[config.mk]
export PLATFORM = sky130hd
export DESIGN_NAME = lowest_free_id_allocator_core
export DESIGN_NICKNAME = d
export VERILOG_FILES = /design/src/lfia_pkg.sv /design/src/lowest_free_id_allocator_core.sv /design/src/lfia_ram.sv /design/src/lfia_dp.sv /design/src/lfia_ctrl.sv
export SDC_FILE = /design/constraint.sdc
export NUM_CORES = 2
export LEC_CHECK = 0
export ABC_CLOCK_PERIOD_IN_PS = 8450
export BUFFER_PORTS_ARGS = -buffer_cell sky130_fd_sc_hd__buf_2
export CAP_MARGIN = 10
export CORE_MARGIN = 4
export CORE_UTILIZATION = 45
export DETAILED_ROUTE_END_ITERATION = 12
export PLACE_DENSITY_LB_ADDON = 0.12
export SYNTH_ARGS = -nofsm -noshare
export SYNTH_HDL_FRONTEND = slang
export SYNTH_HIERARCHICAL = 1
export SYNTH_SLANG_ARGS = --single-unit
[constraint.sdc]
create_clock -name clk_i -period 8.45 [get_ports clk_i]
set_clock_uncertainty 0.1 [all_clocks]
set_input_delay 1.69 -clock clk_i [delete_from_list [all_inputs] [get_ports clk_i]]
set_output_delay 1.69 -clock clk_i [all_outputs]
set_load 0.01 [all_outputs]
[src/lfia_pkg.sv]
`timescale 1ns / 1ps
// lfia_pkg: shared types, constants and search functions of the id allocator
// used by lfia_dp, lfia_ctrl and lowest_free_id_allocator_core; no dependencies

package lfia_pkg;

  // identifier and map geometry
  localparam int ID_W       = 12;
  localparam int MARK_W     = ID_W + 1;
  localparam int MAP_DEPTH  = 4096;
  localparam int WORD_W     = 64;
  localparam int BIT_W      = $clog2(WORD_W);
  localparam int NWORDS     = MAP_DEPTH / WORD_W;
  localparam int WIDX_W     = $clog2(NWORDS);
  localparam int POOL_SIZE  = 4096;
  localparam int POOL_LIMIT = (POOL_SIZE < MAP_DEPTH) ? POOL_SIZE : MAP_DEPTH;

  typedef enum logic {
    MODE_ALLOC   = 1'b0,
    MODE_RELEASE = 1'b1
  } mode_e;

  typedef enum logic [1:0] {
    ST_OK          = 2'd0,
    ST_EXHAUSTED   = 2'd1,
    ST_BAD_RELEASE = 2'd2
  } status_e;

  typedef struct packed {
    mode_e           mode;
    logic [ID_W-1:0] release_id;
  } req_t;

  typedef struct packed {
    logic [ID_W-1:0] granted_id;
    status_e         status;
  } rsp_t;

  typedef enum logic [3:0] {
    S_IDLE,
    S_DISPATCH,
    S_READ,
    S_FETCH,
    S_MODIFY,
    S_MARK,
    S_WALK,
    S_WRITE,
    S_FINISH
  } state_e;

  typedef enum logic [3:0] {
    OP_NONE,
    OP_LOAD,
    OP_READ,
    OP_FETCH,
    OP_MODIFY,
    OP_MARK,
    OP_WALK,
    OP_WRITE,
    OP_OUT
  } op_e;

  typedef struct packed {
    op_e op;
  } cmd_t;

  typedef struct packed {
    logic is_release;
    logic summary_any;
    logic rel_bad;
    logic rel_top;
    logic walk_more;
    logic walk_cross;
  } sts_t;

  // lowest set bit of a map word
  function automatic logic [BIT_W-1:0] lowest_bit(input logic [WORD_W-1:0] v);
    logic [BIT_W-1:0] r;
    r = '0;
    for (int i = WORD_W - 1; i >= 0; i--) begin
      if (v[i]) begin
        r = BIT_W'(i);
      end
    end
    return r;
  endfunction

  // lowest word that holds a free identifier
  function automatic logic [WIDX_W-1:0] lowest_word(input logic [NWORDS-1:0] v);
    logic [WIDX_W-1:0] r;
    r = '0;
    for (int i = NWORDS - 1; i >= 0; i--) begin
      if (v[i]) begin
        r = WIDX_W'(i);
      end
    end
    return r;
  endfunction

endpackage

[src/lowest_free_id_allocator_core.sv]
`timescale 1ns / 1ps
// lowest_free_id_allocator_core: top level of the lowest-free id allocator
// depends on lfia_pkg, lfia_ctrl, lfia_dp (and lfia_ram through lfia_dp)
//
//   channel  | signals                           | direction | transfer when
//   ---------+-----------------------------------+-----------+----------------------
//   request  | in_valid_i, in_stall_o, in_data_i | in        | valid high, stall low
//   response | out_valid_o, out_stall_i, out_data_o | out    | valid high, stall low
//
// sequence: one request at a time; an allocate that reuses a freed id reads,
//   fetches, modifies and writes a map word, while handing out the high-water
//   mark takes only the mark step; a release reads, fetches and modifies (a
//   rejected one stops there), walks the mark down over free ids when it was
//   the top id, re-reading each map word crossed from the registered map ram, then writes
// reset clears the mark and the per-word summary; no clearing pass over the ram
// the response sits in an output register, so a new request is taken while
//   the previous response is still stalled

module lowest_free_id_allocator_core import lfia_pkg::*; (
  input  logic clk_i,
  input  logic rst_ni,
  input  logic in_valid_i,
  output logic in_stall_o,
  input  req_t in_data_i,
  output logic out_valid_o,
  input  logic out_stall_i,
  output rsp_t out_data_o
);

  // controller to datapath command, datapath to controller status
  cmd_t cmd;
  sts_t sts;

  // sequencer: one state per datapath step
  lfia_ctrl u_ctrl (
    .clk_i       (clk_i),
    .rst_ni      (rst_ni),
    .in_valid_i  (in_valid_i),
    .in_stall_o  (in_stall_o),
    .out_valid_o (out_valid_o),
    .out_stall_i (out_stall_i),
    .sts_i       (sts),
    .cmd_o       (cmd)
  );

  // free map words in ram, a summary bit per word marks any free id in it;
  // a word whose summary bit is clear reads as empty, so the ram needs no init
  lfia_dp u_dp (
    .clk_i      (clk_i),
    .rst_ni     (rst_ni),
    .cmd_i      (cmd),
    .in_data_i  (in_data_i),
    .sts_o      (sts),
    .out_data_o (out_data_o)
  );

endmodule

[src/lfia_ram.sv]
`timescale 1ns / 1ps
// lfia_ram: generic single-write, single-read ram with registered read data
// no dependencies

module lfia_ram #(
  parameter int WIDTH = 64,
  parameter int DEPTH = 64
) (
  input  logic                     clk_i,
  input  logic                     we_i,
  input  logic [$clog2(DEPTH)-1:0] waddr_i,
  input  logic [WIDTH-1:0]         wdata_i,
  input  logic                     re_i,
  input  logic [$clog2(DEPTH)-1:0] raddr_i,
  output logic [WIDTH-1:0]         rdata_o
);

  logic [WIDTH-1:0] mem_q [DEPTH];
  logic [WIDTH-1:0] rdata_q;

  always_ff @(posedge clk_i) begin
    if (we_i) begin
      mem_q[waddr_i] <= wdata_i;
    end
    if (re_i) begin
      rdata_q <= mem_q[raddr_i];
    end
  end

  assign rdata_o = rdata_q;

endmodule

[src/lfia_dp.sv]
`timescale 1ns / 1ps
// lfia_dp: datapath of the id allocator: free map ram, word summary, mark, result
// depends on lfia_pkg and lfia_ram

module lfia_dp import lfia_pkg::*; (
  input  logic clk_i,
  input  logic rst_ni,
  input  cmd_t cmd_i,
  input  req_t in_data_i,
  output sts_t sts_o,
  output rsp_t out_data_o
);

  mode_e             mode_q, mode_d;
  logic [ID_W-1:0]   id_q, id_d;
  logic [WIDX_W-1:0] widx_q, widx_d;
  logic [WORD_W-1:0] word_q, word_d;
  logic [MARK_W-1:0] mark_q, mark_d;
  logic [NWORDS-1:0] summary_q, summary_d;
  logic [ID_W-1:0]   res_id_q, res_id_d;
  status_e           res_st_q, res_st_d;
  rsp_t              out_q, out_d;

  logic [WORD_W-1:0] ram_rdata;
  logic [BIT_W-1:0]  bit_idx;
  logic [BIT_W-1:0]  free_bit;
  logic [MARK_W-1:0] mark_m1;
  logic [MARK_W-1:0] id_ext;
  logic              rel_bad;
  logic              rel_top;
  logic              walk_more;
  logic              walk_cross;
  logic              exhausted;

  assign bit_idx    = id_q[BIT_W-1:0];
  assign free_bit   = lowest_bit(word_q);
  assign mark_m1    = mark_q - MARK_W'(1);
  assign id_ext     = {1'b0, id_q};
  assign rel_bad    = (id_ext >= mark_q) || word_q[bit_idx];
  assign rel_top    = (id_ext == mark_m1);
  assign walk_more  = (mark_q != '0) && word_q[mark_m1[BIT_W-1:0]];
  assign walk_cross = (mark_m1[BIT_W-1:0] == '0) && (mark_m1 != '0);
  assign exhausted  = (mark_q >= MARK_W'(POOL_LIMIT));

  assign sts_o = '{
    is_release:  (mode_q == MODE_RELEASE),
    summary_any: (summary_q != '0),
    rel_bad:     rel_bad,
    rel_top:     rel_top,
    walk_more:   walk_more,
    walk_cross:  walk_cross
  };

  always_comb begin
    mode_d    = mode_q;
    id_d      = id_q;
    widx_d    = widx_q;
    word_d    = word_q;
    mark_d    = mark_q;
    summary_d = summary_q;
    res_id_d  = res_id_q;
    res_st_d  = res_st_q;
    out_d     = out_q;
    unique case (cmd_i.op)
      OP_LOAD: begin
        mode_d   = in_data_i.mode;
        id_d     = in_data_i.release_id;
        widx_d   = (in_data_i.mode == MODE_RELEASE) ?
                   in_data_i.release_id[ID_W-1:BIT_W] : lowest_word(summary_q);
        res_id_d = '0;
        res_st_d = ST_OK;
      end
      OP_FETCH: begin
        // a word with no free entry is not trusted from the ram
        word_d = summary_q[widx_q] ? ram_rdata : '0;
      end
      OP_MODIFY: begin
        if (mode_q == MODE_ALLOC) begin
          word_d[free_bit] = 1'b0;
          res_id_d         = {widx_q, free_bit};
        end else if (rel_bad) begin
          res_st_d = ST_BAD_RELEASE;
        end else begin
          word_d[bit_idx] = 1'b1;
        end
      end
      OP_MARK: begin
        if (exhausted) begin
          res_st_d = ST_EXHAUSTED;
        end else begin
          res_id_d = mark_q[ID_W-1:0];
          mark_d   = mark_q + MARK_W'(1);
        end
      end
      OP_WALK: begin
        if (walk_more) begin
          word_d[mark_m1[BIT_W-1:0]] = 1'b0;
          mark_d                     = mark_m1;
          if (walk_cross) begin
            // the word left behind lies wholly above the mark, so it is empty
            summary_d[widx_q] = 1'b0;
            widx_d            = widx_q - WIDX_W'(1);
          end
        end
      end
      OP_WRITE: begin
        summary_d[widx_q] = |word_q;
      end
      OP_OUT: begin
        out_d = '{granted_id: res_id_q, status: res_st_q};
      end
      OP_NONE, OP_READ: begin
      end
      default: begin
      end
    endcase
  end

  always_ff @(posedge clk_i or negedge rst_ni) begin
    if (!rst_ni) begin
      mark_q    <= '0;
      summary_q <= '0;
    end else begin
      mark_q    <= mark_d;
      summary_q <= summary_d;
    end
  end

  always_ff @(posedge clk_i) begin
    mode_q   <= mode_d;
    id_q     <= id_d;
    widx_q   <= widx_d;
    word_q   <= word_d;
    res_id_q <= res_id_d;
    res_st_q <= res_st_d;
    out_q    <= out_d;
  end

  lfia_ram #(
    .WIDTH (WORD_W),
    .DEPTH (NWORDS)
  ) u_map_ram (
    .clk_i   (clk_i),
    .we_i    (cmd_i.op == OP_WRITE),
    .waddr_i (widx_q),
    .wdata_i (word_q),
    .re_i    (cmd_i.op == OP_READ),
    .raddr_i (widx_q),
    .rdata_o (ram_rdata)
  );

  assign out_data_o = out_q;

endmodule

[src/lfia_ctrl.sv]
`timescale 1ns / 1ps
// lfia_ctrl: sequencer of the id allocator, drives datapath ops and handshakes
// depends on lfia_pkg

module lfia_ctrl import lfia_pkg::*; (
  input  logic clk_i,
  input  logic rst_ni,
  input  logic in_valid_i,
  output logic in_stall_o,
  output logic out_valid_o,
  input  logic out_stall_i,
  input  sts_t sts_i,
  output cmd_t cmd_o
);

  state_e state_q, state_d;
  logic   walking_q, walking_d;
  logic   out_valid_q, out_valid_d;
  logic   out_free;

  assign out_free = !out_valid_q || !out_stall_i;

  // next state
  always_comb begin
    state_d   = state_q;
    walking_d = walking_q;
    unique case (state_q)
      S_IDLE: begin
        if (in_valid_i) begin
          state_d   = S_DISPATCH;
          walking_d = 1'b0;
        end
      end
      S_DISPATCH: begin
        if (!sts_i.is_release && !sts_i.summary_any) begin
          state_d = S_MARK;
        end else begin
          state_d = S_READ;
        end
      end
      S_READ:  state_d = S_FETCH;
      S_FETCH: state_d = walking_q ? S_WALK : S_MODIFY;
      S_MODIFY: begin
        priority if (!sts_i.is_release) begin
          state_d = S_WRITE;
        end else if (sts_i.rel_bad) begin
          state_d = S_FINISH;
        end else if (sts_i.rel_top) begin
          state_d   = S_WALK;
          walking_d = 1'b1;
        end else begin
          state_d = S_WRITE;
        end
      end
      S_MARK: state_d = S_FINISH;
      S_WALK: begin
        priority if (!sts_i.walk_more) begin
          state_d = S_WRITE;
        end else if (sts_i.walk_cross) begin
          state_d = S_READ;
        end else begin
          state_d = S_WALK;
        end
      end
      S_WRITE: state_d = S_FINISH;
      S_FINISH: begin
        if (out_free) begin
          state_d = S_IDLE;
        end
      end
      default: state_d = S_IDLE;
    endcase
  end

  // outputs
  always_comb begin
    cmd_o.op    = OP_NONE;
    out_valid_d = out_valid_q && out_stall_i;
    unique case (state_q)
      S_IDLE:     cmd_o.op = in_valid_i ? OP_LOAD : OP_NONE;
      S_DISPATCH: cmd_o.op = OP_NONE;
      S_READ:     cmd_o.op = OP_READ;
      S_FETCH:    cmd_o.op = OP_FETCH;
      S_MODIFY:   cmd_o.op = OP_MODIFY;
      S_MARK:     cmd_o.op = OP_MARK;
      S_WALK:     cmd_o.op = OP_WALK;
      S_WRITE:    cmd_o.op = OP_WRITE;
      S_FINISH: begin
        if (out_free) begin
          cmd_o.op    = OP_OUT;
          out_valid_d = 1'b1;
        end
      end
      default:    cmd_o.op = OP_NONE;
    endcase
  end

  always_ff @(posedge clk_i or negedge rst_ni) begin
    if (!rst_ni) begin
      state_q     <= S_IDLE;
      walking_q   <= 1'b0;
      out_valid_q <= 1'b0;
    end else begin
      state_q     <= state_d;
      walking_q   <= walking_d;
      out_valid_q <= out_valid_d;
    end
  end

  assign in_stall_o  = (state_q != S_IDLE);
  assign out_valid_o = out_valid_q;

endmodule

==> impl_metrics.csv <==
group,metric,value,unit
sta,tns,0,ns
clock_tree,cts_root_buf,"clkbuf_16",
global_routing,grt_max_degree,97,
drt,first_pass_iters,7,
synthesis,ys_ff_latch,4354,
min_path,hp-start,"u_dp/res_id_q[7]$_SDFFCE_PN0P_",
drt,wirelength,533000,µm
synthesis,yosys.area.top_type,"edfxtp_1",
global_routing,grt_pass1_vias,89100,
finish,area.growth.synth_to_final,13.0,%
clock_tree,clockBufferDepth,4,
critical_path,timing.rr.start,"u_ctrl/state_q[2]$_DFFE_PN0P_",
floorplanning,die_h,626,µm
power_and_ir_drop,vdd_drop_max,0.312,mV
synthesis,yosysWarnings,6,
placement,portBuffers,32,
critical_path,arrival,5.99,ns
drt,wl_per_cell,37.7,µm
job,cap_viol_max_count,0,
synthesis,synth_edf_count,4271,
clock_tree,clkSlewWorstSetupHoldPaths,0.07,ns
clock_tree,clock-sinks,4354,
synthesis,ys.flop_type,"edfxtp_1",
power_and_ir_drop,power.total,68400,µW
synthesis,syn_inst,8401,
clock_tree,cts_made_buffers,453,
min_path,min_delay_path_depth,0,
synthesis,synth_fp_nets,8435,
critical_path,rr_worst_depth,7,
floorplanning,io_pins,33,
synthesis,seq_area_frac_synth,75.8,%
synthesis,postSynthAreaPerCell,20.5,µm²
synthesis,async_reset_ff_share,1.91,%
placement,gp_congestion,0.968,
sta,worstMarginPinSlew,1.38,ns
clock_tree,h-tree-depth,5,
synthesis,synth_top_area_share,74.6,%
synthesis,syn-cell-area,172000,µm²
finish,fillCellCount,30044,
critical_path,startpoint,"u_ctrl/state_q[2]$_DFFE_PN0P_",
drt,drt_iter0_drc,13447,
power_and_ir_drop,power_leakage,0.0604,µW
global_routing,gr-usage-all-layers,27.0,%
run_status,status,"completed",
finish,final_common_cell,"edfxtp_1",
critical_path,crit_fanout,42,
critical_path,worst_setup_path_end_kind,"register",
sta,hold_violations,0,
critical_path,required,8.99,ns
sta,fmax,0.184,GHz
synthesis,ys_types,77,
placement,postPlaceCellArea,180000,µm²
sta,relSlewSlack,7.64,%
finish,instances_no_fill,14114,
floorplanning,initial_core_util,45.3,%
sta,finalCritPeriodShare,64.5,%
global_routing,grt_pass1_wl,736000,µm
finish,layout_common_cells,"4271 x edfxtp_1, 1071 x mux4_2, 457 x clkbuf_16, 416 x nand2_1, 275 x buf_4",
drt,routed_via_density,6.45,
floorplanning,dieArea,392000,µm²
placement,dp.cells,13264,
critical_path,critPathLaunchType,"register",
critical_path,worstSetupPathType,"reg2reg",
sta,rsz0062_at_grt,"no",
finish,drive_above_1_share,25.0,%
floorplanning,die_x,626,µm
power_and_ir_drop,power_density,352,nW/µm²
clock_tree,post_cts.resized_instances,0,
finish,nets,8740,
min_path,hold_class,"reg2reg",
drt,drc_errors,0,
floorplanning,core,380000,µm²
sta,min_period,5.45,ns
sta,finalSetupViolations,0,
floorplanning,fp-row-count,226,
finish,post-route-util,51.1,%
synthesis,synth_area_leaders,"edfxtp_1 75%, mux4_2 14%, dfrtp_1 1.2%, nand2_1 0.91%, a22oi_1 0.83%",
placement,hpwl,325000,µm
drt,vias,91015,
finish,fin_area,194000,µm²
clock_tree,post-cts-setup-buffers,0,
sta,slew_viol_final,0,
clock_tree,hold_buffers,0,
clock_tree,clkLatencyLatePin,1.00,ns
global_routing,grt_overflow,0,
global_routing,antenna_found_initial,36,
drt,antenna_left,0,
clock_tree,cts_tree,"built",
[worst max-delay path, cell delays in order, from the launching register on]
cell and delay [ns]:
dfrtp_1 0.52, nor2b_1 0.79, nor2b_1 0.38, nand3_1 0.18, inv_1 0.78, nand4_1 0.80
nor2_4 1.02, buf_12 0.40
[metrics by stage]
stage / hold slack, ns / setup slack (ns)
CTS: 0.325 / 3.01
global route: 0.330 / 2.81
finish: 0.311 / 3.00
floorplan: 0.300 / 0.335
detailed placement: 0.306 / 2.16
global placement: 0.308 / 2.08
[flip-flops by register name (all words and copies together), names as in the netlist, 2 cells and up]
| name | cells |
|---|---|
| u_dp/u_map_ram/rdata_o | 64 |
| u_dp/mark_q | 13 |
| u_dp/widx_q | 6 |
| u_dp/summary_q | 64 |
| u_dp/word_q | 64 |
| u_dp/res_id_q | 12 |
| u_dp/u_map_ram/mem_q | 4096 |
| u_dp/id_q | 12 |
| u_ctrl/state_q | 4 |
| u_dp/res_st_q | 2 |
| u_dp/out_data_o | 14 |
[routing by layer]
layer / track usage, % / routed length (µm) / vias to the layer above
met4: 9.52 / 22000 / 12
met2: 42.0 / 249000 / 4804
met5: 0 / 199 / -
met1: 38.0 / 211000 / 49270
li1: - / - / 36043
met3: 5.66 / 49600 / 886
[where the power goes]
part           switching [µW]  total [µW]  internal (µW)
sequential               1080       28800          27800
combinational           14400       20300           5880
clock                    8300       19200          10900
[cell families after synthesis]
| group | share of synthesized area (%) |
|---|---|
| simple gates | 3.04 |
| flops | 75.8 |
| compound gates | 4.13 |
| buf+inv | 1.46 |
| fa+ha+maj | 0.124 |
| mux | 15.2 |
| xor+xnor | 0.194 |
[synth_stat cells, types with 8 or more instances]
cell type  instances
nor2_1           266
and3_1            18
a31oi_1           69
o21ai_0          123
buf_6             14
a22o_1            12
a41oi_1           10
buf_4             36
buf_2            134
and2_1            12
o32ai_1           14
o221ai_1          12
nor3_1           116
a22oi_1          191
nand2_1          417
clkbuf_1         269
nand3_1           80
buf_1             63
nand4_1           16
o211ai_1          10
inv_1             42
a32oi_1           68
nand3b_1          12
or3_1             14
or4_1              8
edfxtp_1        4271
mux2_2           122
a21oi_1          229
a31o_2            10
a221oi_1          23
a311oi_1           8
nor4_1            48
mux4_2          1071
a222oi_1          26
a211oi_1          13
nand2b_1          23
o22ai_1          103
ha_1              17
xnor2_1           29
mux2i_1           66
nor3b_1           15
o31ai_1           78
dfrtp_1           83
nor2b_1           50
[cell type report]
class / instances / area (µm²) / area share [%]
diodes: 15 / 37.5 / 0.0193
clock buffers: 576 / 11900 / 6.15
clock inverters: 256 / 2310 / 1.19
inverters: 46 / 180 / 0.0928
multi-input cells: 3485 / 39600 / 20.4
flip-flops and latches: 4354 / 130000 / 67.1
well taps: 5016 / 6280 / 3.23
repair buffers: 366 / 3430 / 1.77
[worst paths after layout]
path                                                     endpoint  slack [ns]
min                                  u_dp/out_data_o[9]$_DFFE_PN_        0.31
max                        u_dp/u_map_ram/mem_q[56][38]$_DFFE_PP_        3.00
min in group asynchronous             u_dp/mark_q[12]$_DFFE_PN0P_        0.49
max reg2reg                u_dp/u_map_ram/mem_q[56][38]$_DFFE_PP_        3.00
min reg2reg                          u_dp/out_data_o[9]$_DFFE_PN_        0.31
max in group asynchronous          u_dp/summary_q[51]$_DFFE_PN0P_        6.57
(Power assumes the default switching activity.)
